<file path="src/sv/psd_pkg.sv">
// Types and constants of the packed signal deframer.
package psd_pkg;

  localparam int unsigned WORD_W  = 32;
  localparam int unsigned LEN_W   = 5;
  localparam int unsigned BLOCK_W = 16;
  localparam int unsigned SIGLEN_W = 8;

  localparam logic [LEN_W:0]     LEN_BIAS      = 6'd3;
  localparam logic [LEN_W:0]     LEN_LIMIT     = 6'd25;
  localparam int unsigned        BLOCK_SHIFT   = 16;
  localparam logic [BLOCK_W-1:0] MIN_API_RESET = 16'd32768;

  typedef struct packed {
    logic [BLOCK_W-1:0] dest_block;
    logic [LEN_W-1:0]   sub_length;
    logic [WORD_W-1:0]  payload_word;
    logic [LEN_W-1:0]   word_index;
    logic               last_of_packet;
  } psd_result_t;

endpackage

</file>
<file path="src/sv/psd_if.sv">
// Valid/ready channel interfaces for the deframer's input words and results.
interface psd_in_if import psd_pkg::*; ();
  logic                valid;
  logic                ready;
  logic [WORD_W-1:0]   data_word;
  logic                start_of_signal;
  logic [SIGLEN_W-1:0] signal_length;

  modport source (output valid, data_word, start_of_signal, signal_length, input ready);
  modport sink   (input valid, data_word, start_of_signal, signal_length, output ready);
endinterface

interface psd_out_if import psd_pkg::*; ();
  logic               valid;
  logic               ready;
  logic [BLOCK_W-1:0] dest_block;
  logic [LEN_W-1:0]   sub_length;
  logic [WORD_W-1:0]  payload_word;
  logic [LEN_W-1:0]   word_index;
  logic               last_of_packet;

  modport source (output valid, dest_block, sub_length, payload_word, word_index,
                  last_of_packet, input ready);
  modport sink   (input valid, dest_block, sub_length, payload_word, word_index,
                  last_of_packet, output ready);
endinterface

</file>
<file path="src/sv/packed_signal_deframer_core.sv">
// Top level of the packed signal deframer.
//
//   channel    direction  handshake        carries
//   in_item    sink       valid/ready      data_word, start_of_signal, signal_length
//   out_item   source     valid/ready      dest_block, sub_length, payload_word,
//                                          word_index, last_of_packet
//   cfg        write      cfg_wr_en        min_api_block
//
// One word is taken per cycle; its result, if any, appears at the output the next cycle.
// The rate is set by the single result register: a word is taken whenever it is empty
// or being read in the same cycle.
// A stalled output holds its result and holds off input only while it stays full.
// Synchronous active-low reset clears the framing state and sets min_api_block to 32768.
module packed_signal_deframer_core import psd_pkg::*; #(
  parameter int unsigned MAX_SIGNAL_WORDS = 255
) (
  input  logic               clk,
  input  logic               rst_n,
  psd_in_if.sink             in_item,
  psd_out_if.source          out_item,
  input  logic               cfg_wr_en,
  input  logic [BLOCK_W-1:0] cfg_wr_data
);

  logic [BLOCK_W-1:0] min_api_r;
  logic               accept, res_valid, can_load, out_valid;
  psd_result_t        res, out_data;

  always_ff @(posedge clk) begin
    if (!rst_n) begin
      min_api_r <= MIN_API_RESET;
    end else if (cfg_wr_en) begin
      min_api_r <= cfg_wr_data;
    end
  end

  assign in_item.ready = can_load;
  assign accept        = in_item.valid && can_load;

  psd_ctrl #(
    .MAX_SIGNAL_WORDS(MAX_SIGNAL_WORDS)
  ) u_ctrl (
    .clk            (clk),
    .rst_n          (rst_n),
    .accept         (accept),
    .data_word      (in_item.data_word),
    .start_of_signal(in_item.start_of_signal),
    .signal_length  (in_item.signal_length),
    .min_api_block  (min_api_r),
    .res_valid      (res_valid),
    .res            (res)
  );

  psd_out_reg u_out (
    .clk      (clk),
    .rst_n    (rst_n),
    .res_valid(res_valid),
    .res      (res),
    .out_ready(out_item.ready),
    .out_valid(out_valid),
    .out_data (out_data),
    .can_load (can_load)
  );

  assign out_item.valid          = out_valid;
  assign out_item.dest_block     = out_data.dest_block;
  assign out_item.sub_length     = out_data.sub_length;
  assign out_item.payload_word   = out_data.payload_word;
  assign out_item.word_index     = out_data.word_index;
  assign out_item.last_of_packet = out_data.last_of_packet;

endmodule

</file>
<file path="src/sv/psd_ctrl.sv">
// Framing state and header decode: updates the counters on each accepted word.
module psd_ctrl import psd_pkg::*; #(
  parameter int unsigned MAX_SIGNAL_WORDS = 255
) (
  input  logic                clk,
  input  logic                rst_n,
  input  logic                accept,
  input  logic [WORD_W-1:0]   data_word,
  input  logic                start_of_signal,
  input  logic [SIGLEN_W-1:0] signal_length,
  input  logic [BLOCK_W-1:0]  min_api_block,
  output logic                res_valid,
  output psd_result_t         res
);

  localparam int unsigned CAP   = (MAX_SIGNAL_WORDS < 255) ? MAX_SIGNAL_WORDS : 255;
  localparam int unsigned CNT_W = $clog2(CAP + 1);
  localparam int unsigned SUM_W = ((CNT_W > LEN_W) ? CNT_W : LEN_W) + 1;
  localparam logic [SIGLEN_W-1:0] CAP_LEN = SIGLEN_W'(CAP);

  logic [CNT_W-1:0]   consumed_r, consumed_nxt;
  logic [CNT_W-1:0]   total_r, total_nxt;
  logic [LEN_W-1:0]   left_r, left_nxt;
  logic [BLOCK_W-1:0] block_r, block_nxt;
  logic [LEN_W-1:0]   length_r, length_nxt;
  logic               deliver_r, deliver_nxt;

  logic [SIGLEN_W-1:0] len_clamped;
  logic [CNT_W-1:0]    consumed_eff, total_eff, consumed_inc;
  logic [LEN_W-1:0]    left_eff, length_eff;
  logic [BLOCK_W-1:0]  block_eff, hdr_block;
  logic                deliver_eff, active, hdr_ok;
  logic [LEN_W:0]      plen;

  always_comb begin
    len_clamped = (signal_length > CAP_LEN) ? CAP_LEN : signal_length;

    // A start word restarts framing before it is itself examined.
    if (start_of_signal) begin
      total_eff    = len_clamped[CNT_W-1:0];
      consumed_eff = '0;
      left_eff     = '0;
      block_eff    = '0;
      length_eff   = '0;
      deliver_eff  = 1'b0;
    end else begin
      total_eff    = total_r;
      consumed_eff = consumed_r;
      left_eff     = left_r;
      block_eff    = block_r;
      length_eff   = length_r;
      deliver_eff  = deliver_r;
    end

    active       = consumed_eff < total_eff;
    consumed_inc = consumed_eff + CNT_W'(1);
    plen         = {1'b0, data_word[LEN_W-1:0]} + LEN_BIAS;
    hdr_block    = data_word[BLOCK_SHIFT +: BLOCK_W];
    hdr_ok       = (plen <= LEN_LIMIT) &&
                   ((SUM_W'(plen) + SUM_W'(consumed_inc)) <= SUM_W'(total_eff));

    total_nxt    = total_eff;
    consumed_nxt = consumed_eff;
    left_nxt     = left_eff;
    block_nxt    = block_eff;
    length_nxt   = length_eff;
    deliver_nxt  = deliver_eff;
    res_valid    = 1'b0;

    res.dest_block     = block_eff;
    res.sub_length     = length_eff;
    res.payload_word   = data_word;
    res.word_index     = length_eff - left_eff;
    res.last_of_packet = (left_eff == LEN_W'(1));

    if (active) begin
      consumed_nxt = consumed_inc;
      if (left_eff == '0) begin
        if (hdr_ok) begin
          left_nxt    = plen[LEN_W-1:0];
          length_nxt  = plen[LEN_W-1:0];
          block_nxt   = hdr_block;
          deliver_nxt = hdr_block >= min_api_block;
        end
      end else begin
        left_nxt  = left_eff - LEN_W'(1);
        res_valid = accept && deliver_eff;
      end
    end
  end

  always_ff @(posedge clk) begin
    if (!rst_n) begin
      consumed_r <= '0;
      total_r    <= '0;
      left_r     <= '0;
      block_r    <= '0;
      length_r   <= '0;
      deliver_r  <= 1'b0;
    end else if (accept) begin
      consumed_r <= consumed_nxt;
      total_r    <= total_nxt;
      left_r     <= left_nxt;
      block_r    <= block_nxt;
      length_r   <= length_nxt;
      deliver_r  <= deliver_nxt;
    end
  end

endmodule

</file>
<file path="src/sv/psd_out_reg.sv">
// Result register between the framing logic and the result channel.
module psd_out_reg import psd_pkg::*; (
  input  logic        clk,
  input  logic        rst_n,
  input  logic        res_valid,
  input  psd_result_t res,
  input  logic        out_ready,
  output logic        out_valid,
  output psd_result_t out_data,
  output logic        can_load
);

  logic        valid_r, valid_nxt;
  psd_result_t data_r;

  // The register may take a new result whenever it is empty or being drained.
  assign can_load  = !valid_r || out_ready;
  assign valid_nxt = can_load ? res_valid : valid_r;
  assign out_valid = valid_r;
  assign out_data  = data_r;

  always_ff @(posedge clk) begin
    if (!rst_n) begin
      valid_r <= 1'b0;
    end else begin
      valid_r <= valid_nxt;
    end
  end

  always_ff @(posedge clk) begin
    if (can_load && res_valid) begin
      data_r <= res;
    end
  end

endmodule

</file>
<file path="src/flat_wrapper.sv">
// flat-port wrapper written by rule: the top's interface ports become plain ports
module packed_signal_deframer_core_flat import psd_pkg::*;
#(
  parameter int unsigned MAX_SIGNAL_WORDS = 255
)
  (clk, rst_n, cfg_wr_en, cfg_wr_data, in_item_valid, in_item_data_word, in_item_start_of_signal, in_item_signal_length, in_item_ready, out_item_valid, out_item_dest_block, out_item_sub_length, out_item_payload_word, out_item_word_index, out_item_last_of_packet, out_item_ready);
  psd_in_if in_item_i ();
  psd_out_if out_item_i ();
  input  logic clk;
  input  logic rst_n;
  input  logic cfg_wr_en;
  input  logic [BLOCK_W-1:0] cfg_wr_data;
  input wire logic [$bits(in_item_i.valid)-1:0] in_item_valid;
  input wire logic [$bits(in_item_i.data_word)-1:0] in_item_data_word;
  input wire logic [$bits(in_item_i.start_of_signal)-1:0] in_item_start_of_signal;
  input wire logic [$bits(in_item_i.signal_length)-1:0] in_item_signal_length;
  output wire logic [$bits(in_item_i.ready)-1:0] in_item_ready;
  output wire logic [$bits(out_item_i.valid)-1:0] out_item_valid;
  output wire logic [$bits(out_item_i.dest_block)-1:0] out_item_dest_block;
  output wire logic [$bits(out_item_i.sub_length)-1:0] out_item_sub_length;
  output wire logic [$bits(out_item_i.payload_word)-1:0] out_item_payload_word;
  output wire logic [$bits(out_item_i.word_index)-1:0] out_item_word_index;
  output wire logic [$bits(out_item_i.last_of_packet)-1:0] out_item_last_of_packet;
  input wire logic [$bits(out_item_i.ready)-1:0] out_item_ready;
  assign in_item_i.valid = in_item_valid;
  assign in_item_i.data_word = in_item_data_word;
  assign in_item_i.start_of_signal = in_item_start_of_signal;
  assign in_item_i.signal_length = in_item_signal_length;
  assign in_item_ready = in_item_i.ready;
  assign out_item_valid = out_item_i.valid;
  assign out_item_dest_block = out_item_i.dest_block;
  assign out_item_sub_length = out_item_i.sub_length;
  assign out_item_payload_word = out_item_i.payload_word;
  assign out_item_word_index = out_item_i.word_index;
  assign out_item_last_of_packet = out_item_i.last_of_packet;
  assign out_item_i.ready = out_item_ready;
  packed_signal_deframer_core #(.MAX_SIGNAL_WORDS(MAX_SIGNAL_WORDS)) u_core (.clk(clk), .rst_n(rst_n), .in_item(in_item_i), .out_item(out_item_i), .cfg_wr_en(cfg_wr_en), .cfg_wr_data(cfg_wr_data));
endmodule
</file>
<file path="config.mk">
export PLATFORM = sky130hd
export DESIGN_NAME = packed_signal_deframer_core_flat
export DESIGN_NICKNAME = d
export VERILOG_FILES = /design/src/sv/psd_pkg.sv /design/src/sv/psd_if.sv /design/src/sv/packed_signal_deframer_core.sv /design/src/sv/psd_ctrl.sv /design/src/sv/psd_out_reg.sv /design/src/flat_wrapper.sv
export SDC_FILE = /design/constraint.sdc
export NUM_CORES = 1
export LEC_CHECK = 0
export BUFFER_PORTS_ARGS = -buffer_cell sky130_fd_sc_hd__buf_4
export CAP_MARGIN = 20
export CORE_AREA = 2 2 122 124
export CTS_BUF_LIST = sky130_fd_sc_hd__clkbuf_4
export DETAILED_ROUTE_END_ITERATION = 12
export DIE_AREA = 0 0 124 126
export GPL_TIMING_DRIVEN = 0
export PLACE_DENSITY = 0.62
export SLEW_MARGIN = 15
export SYNTH_ARGS = -nofsm -noshare
export SYNTH_HDL_FRONTEND = slang
export SYNTH_HIERARCHICAL = 1
export SYNTH_SLANG_ARGS = --single-unit
</file>
<file path="constraint.sdc">
create_clock -name clk -period 11.85 [get_ports clk]
set_clock_uncertainty 0.2 [all_clocks]
set_input_delay 0.5925 -clock clk [delete_from_list [all_inputs] [get_ports clk]]
set_output_delay 0.5925 -clock clk [all_outputs]
set_load 0.01 [all_outputs]
</file>
; ---- After elaboration in Yosys (flattened, before gate mapping)
; Index checks and enable logic that the tools add are counted.
[classes]
add_sub_neg = 5
magnitude_cmp = 5
n_eq_ne = 1
muxes = 22
n_reduce_logical = 7
[op_table]
columns = operator, count
row1 = 16-bit 2-to-1 mux, 4
row2 = 5-bit 2-to-1 mux, 8
row3 = 8-bit 2-to-1 mux, 4
row4 = 16-bit >= comparator, 1
row5 = 6-bit by 8-bit adder with 9-bit output, 1
row6 = 9-bit by 8-bit less-or-equal comparator with 1-bit output, 1
row7 = 8-bit by 1-bit adder with 8-bit output (second input constant), 1
row8 = 8-bit > comparator (second input constant), 1
row9 = 8-bit < comparator, 1
row10 = 5-bit by 2-bit adder with 6-bit output (second input constant), 1
row11 = 6-bit by 5-bit less-or-equal comparator with 1-bit output (second input constant), 1
row12 = 1-bit 2-to-1 mux, 6
row13 = 5-bit by 1-bit == test with 1-bit output (second input constant), 1
row14 = 5-bit zero test, 1
row15 = 5-bit by 1-bit subtractor with 5-bit output (second input constant), 1
row16 = 5-bit subtractor, 1
row17 = 1-bit logical AND, 4
row18 = 1-bit zero test, 1
row19 = 1-bit logical OR, 1
[word_totals]
ff_bits = 119
input_bits = 62
output_inout_bits = 61
wordCells = 53

; ---- Depth between registers and ports, before layout
[depth]
word_depth = 8
mapped_depth = 22

; ---- Cells and area by module
; The synthesis kept the hierarchy.
[by_module_without_submodules]
columns = mod, n_inst, cells_each, area_each_um2, seq_area_each_um2
row1 = psd_ctrl, 1, 486, 3891.2, 860.8
row2 = psd_out_reg, 1, 64, 1829.3, 1791.7
row3 = packed_signal_deframer_core, 1, 52, 619.3, 320.3

; ---- Least setup slack after synthesis
; No wires, ideal clock.
[synth_timing]
path_kind = input to register
startpoint = input in_item_start_of_signal
endpoint = register u_core.u_ctrl.block_r[10]
setup_time_ns = 0.118
arrival_ns = 5.000
required_time_ns = 11.532
setup_slack_ns = 6.532
path_stages = 22
n_path_buf = 7
path_cell_list = clkbuf_1 clkbuf_1 clkbuf_1 buf_1 nor2_1 ha_1 a21o_1 a21oi_1 nor2b_1 o311a_1 o21ai_0 xor2_1 ha_1 and3_1 and3_1 a211oi_1 and4bb_1 buf_6 and3_4 buf_12 buf_12 mux2i_1
[synth_via]
elab_chain_cells = 8
[synth_lines]
columns = item, line_no
row1 = from (decl), flat_wrapper.sv:15  ; input wire logic [$bits(in_item_i.start_of_signal)-1:0] in_item_start_of_signal;
row2 = 8-bit 2-to-1 mux, psd_ctrl.sv:39  ; if (start_of_signal) begin
row3 = 8-bit by 1-bit adder with 8-bit output, psd_ctrl.sv:56  ; consumed_inc = consumed_eff + CNT_W'(1);
row4 = 6-bit by 8-bit adder with 9-bit output, psd_ctrl.sv:60  ; ((SUM_W'(plen) + SUM_W'(consumed_inc)) <= SUM_W'(total_eff));
row5 = 9-bit by 8-bit less-or-equal comparator with 1-bit output, psd_ctrl.sv:60
row6 = 1-bit logical AND, psd_ctrl.sv:59  ; hdr_ok = (plen <= LEN_LIMIT) &&
row7 = 16-bit 2-to-1 mux, psd_ctrl.sv:79  ; if (hdr_ok) begin
row8 = 16-bit 2-to-1 mux, psd_ctrl.sv:78  ; if (left_eff == '0) begin
row9 = 16-bit 2-to-1 mux *, psd_ctrl.sv:76  ; if (active) begin
row10 = to (signal assigned), psd_ctrl.sv:104  ; block_r <= block_nxt;
row11 = to (decl), psd_ctrl.sv:24  ; logic [BLOCK_W-1:0] block_r, block_nxt;
; Mark *: on every way between the ends. The rest lies on a longest branch, timed or not.
; A chain may end at the register's enable or synchronous reset.

; ---- Worst setup path in the final report
[layout_timing]
startpoint = input in_item_start_of_signal
endpoint = register u_core.u_ctrl.block_r[13]
; Same word-level chain as after synthesis.

==> flow_summary.yaml <==
run_status:
  status: "finished clean"
routing:
  via_per_inst: 5.04
  ant_nets: 0
  dr_wl_met2_um: 6840
  first_pass_iters: 5
  routed_wl_um: 14900
  top_layer_used: "met4"
  via_count: 4730
  wl_met1_um: 6980
  dr_wl_met3_um: 866
  wl_per_cell_um: 15.9
  drc: 0
  drt_iter0_markers: 297
critical_path:
  path_max_fanout: 10
  crit_type: "in2reg"
  required_ns: 12.08
  arrival_ns: 6.16
  crit_start: "in_item_start_of_signal"
  rr_startpoint: "u_core/u_ctrl/consumed_r[1]"
  worst_setup_path_end_kind: "register"
  start_kind: "primary input"
sta:
  setup_tns_ns: 0
  setup_viol: 0
  finalCritPeriodShare: 0.501
  relSlewSlack: 0.286
  hold_slack_ns: 0.0764
  timing_worst_slew_pin_value_ns: 1.07
  slew_viol_final: 0
  max_freq_mhz: 168
  hold_viol: 0
  rsz0062_at_grt: "false"
  fin_crit_ns: 5.94
place:
  place_congestion: 0.901
  place.port_buffers: 110
  placedCellCount: 896
  hpwlAfterDp_um: 11400
grt:
  overflow: 0
  grt_pass1_wl_um: 23700
  grt_usage: 0.199
  grt_max_degree: 60
  antenna_found_initial: 0
  grt_pass1_vias: 4632
synth:
  synth-seq-area-share: 0.469
  postSynthCellCount: 602
  netlist_top_cells_area: "edfxtp_1 28%, dfxtp_1 19%, ha_1 8.9%"
  yosysTopAreaCell: "edfxtp_1"
  syn_area_per_cell_um2: 10.5
  async_flop_share: 0
  post_synth_instance_area_mm2: 0.00634
  yosysWarnings: 6
  syn_nets: 711
  yosysUniqueCellTypes: 63
  synth_edf_count: 59
  ys_seq_elements: 119
  synth-main-ff-cell: "dfxtp_1"
  yosys.area.top_type_share: 0.279
power_and_ir_drop:
  vdd_drop_max_mv: 0.0515
  p_per_area_mw_per_mm2: 123
  p_leak_nw: 3.31
worst_hold_path:
  hp-start: "cfg_wr_data[15]"
  min_path_type: "in2reg"
die:
  chipHeight_um: 126
  ios: 123
  die_area_mm2: 0.0156
  rows: 44
  die_x_um: 124
  core_area_mm2: 0.0143
  initial_utilization: 0.443
clocking:
  h-tree-depth: 4
  clk_pin_slew_ns: 0.11
  clk_latency_ns: 0.53
  numCtsBuffers: 17
  cts_tree: "done"
  ctsResizeCount: 0
  cts-root-buf: "clkbuf_4"
  clockBufferDepth: 2
  cts_sinks: 119
layout:
  stdcell_count: 938
  antenna_cells: 0
  drive_gt1_frac: 0.251
  area_growth_pct: 23.4
  fin_nets: 851
job:
  max-cap-violations: 0
-- cell families (layout without fill, tap and decap cells) --
kind of cell               after synthesis  in the layout  synth area share
AOI/OAI and AO/OA                       92             92            0.0977
xor gates and xnor gates                22             22            0.0304
adders and majority gates               48             48            0.0967
buffers and inverters                   98            250            0.0886
DFF                                    119            119             0.469
muxes                                   42             42            0.0665
and+or+nand+nor                        181            181             0.151
-- what timing repair did --
action                                 4_1_cts  5_1_grt
hold buffers                                 8        3
setup buffers                                0        0
endpoints found under the hold margin        8        3
-- power by group --
part | switching, mW | leakage [nW] | internal [mW] | total, mW
registers | 0.00874 | 1.01 | 0.449 | 0.458
clock network | 0.156 | 0.171 | 0.172 | 0.328
logic | 0.0900 | 2.13 | 0.0874 | 0.177
total | 0.255 | 3.31 | 0.708 | 0.963
-- per-stage QoR --
stage / setup WS, ns / cell area [µm²] / utilization / total power [mW]
6_report: 5.91 / 7830 / 0.547 / 0.963
5_1_grt: 5.44 / 7830 / 0.547 / 1.01
4_1_cts: 6.00 / 7790 / 0.545 / 0.972
3_5_place_dp: 5.40 / 7400 / 0.517 / 0.642
3_3_place_gp: 5.48 / 7400 / 0.517 / 0.636
2_1_floorplan: 6.53 / 6340 / - / 0.589
-- final cells by class --
type,instances,area (µm²)
Fill cell,1327,6490
Sequential cell,119,2970
Multi-Input combinational cell,385,2810
Timing Repair Buffer,121,936
Buffer,59,415
Tap cell,184,230
Clock inverter,12,176
Inverter,39,146
Clock buffer,19,143
-- flip-flops by register name, summed over array words and instances (netlist names) --
name and flops:
u_core/u_ctrl/length_r 5, u_core/u_out/out_valid 1, u_core/u_ctrl/consumed_r 8, u_core/u_ctrl/total_r 8, u_core/min_api_r 16, u_core/u_out/out_data 59, u_core/u_ctrl/deliver_r 1, u_core/u_ctrl/block_r 16
u_core/u_ctrl/left_r 5
-- routing by layer --
layer | up-vias | track usage
li1 | 2370 | -
met3 | 21 | 0.0457
met1 | 2193 | 0.274
met5 | - | 0
met4 | 0 | 0.0648
met2 | 146 | 0.309
-- layout by cell type (no fill, tap or decap), drive strengths merged, types with 3 or more instances in the layout --
master         n
buf          150
dfxtp         60
edfxtp        59
nand2         47
ha            45
nor2b         43
mux2i         41
inv           41
clkbuf        38
nand3         31
a21oi         27
nor2          20
o21ai         18
xnor2         15
a21o          13
dlygate4sd3   11
nand2b         9
xor2           7
nand4          7
a31oi          5
a211oi         5
clkinv         5
bufinv         4
nor3           4
and3           4
and2           4
o211ai         3
a22oi          3
-- cell usage after synthesis (5+ instances only) --
| cell | instances |
|---|---|
| clkbuf_1 | 18 |
| inv_1 | 39 |
| a21oi_1 | 27 |
| ha_1 | 45 |
| nor2_1 | 20 |
| buf_4 | 32 |
| a31oi_1 | 5 |
| edfxtp_1 | 59 |
| nand2b_1 | 8 |
| xnor2_1 | 15 |
| xor2_1 | 7 |
| nand2_1 | 47 |
| nor2b_1 | 43 |
| mux2i_1 | 41 |
| nand4_1 | 7 |
| o21ai_0 | 18 |
| nand3_1 | 31 |
| dfxtp_1 | 60 |
| a21o_1 | 13 |
-- final timing paths --
| kind | end | slack [ns] | depth (start not counted) |
|---|---|---|---|
| worst max-delay path | u_core/u_ctrl/block_r[13] | 5.91 | 23 |
| worst min-delay path | u_core/min_api_r[15] | 0.08 | 3 |
| worst max register to register | u_core/u_ctrl/block_r[13] | 7.22 | 19 |
| worst min register to register | u_core/u_ctrl/total_r[2] | 0.26 | 2 |
-- critical path, stage by stage --
cell	delay (ns)
buf_4	0.11
clkbuf_1	0.34
clkbuf_1	0.35
clkbuf_1	0.43
buf_1	0.57
nor2_1	0.19
ha_1	0.33
a21o_1	0.18
a21oi_1	0.23
nor2b_1	0.10
o311a_1	0.33
o21ai_0	0.24
xor2_1	0.19
ha_1	0.27
and3_1	0.20
and3_1	0.18
a211oi_1	0.34
and4bb_1	0.24
buf_6	0.14
and3_4	0.18
buf_12	0.14
buf_12	0.15
mux2i_1	0.12
(Power assumes the default switching activity.)
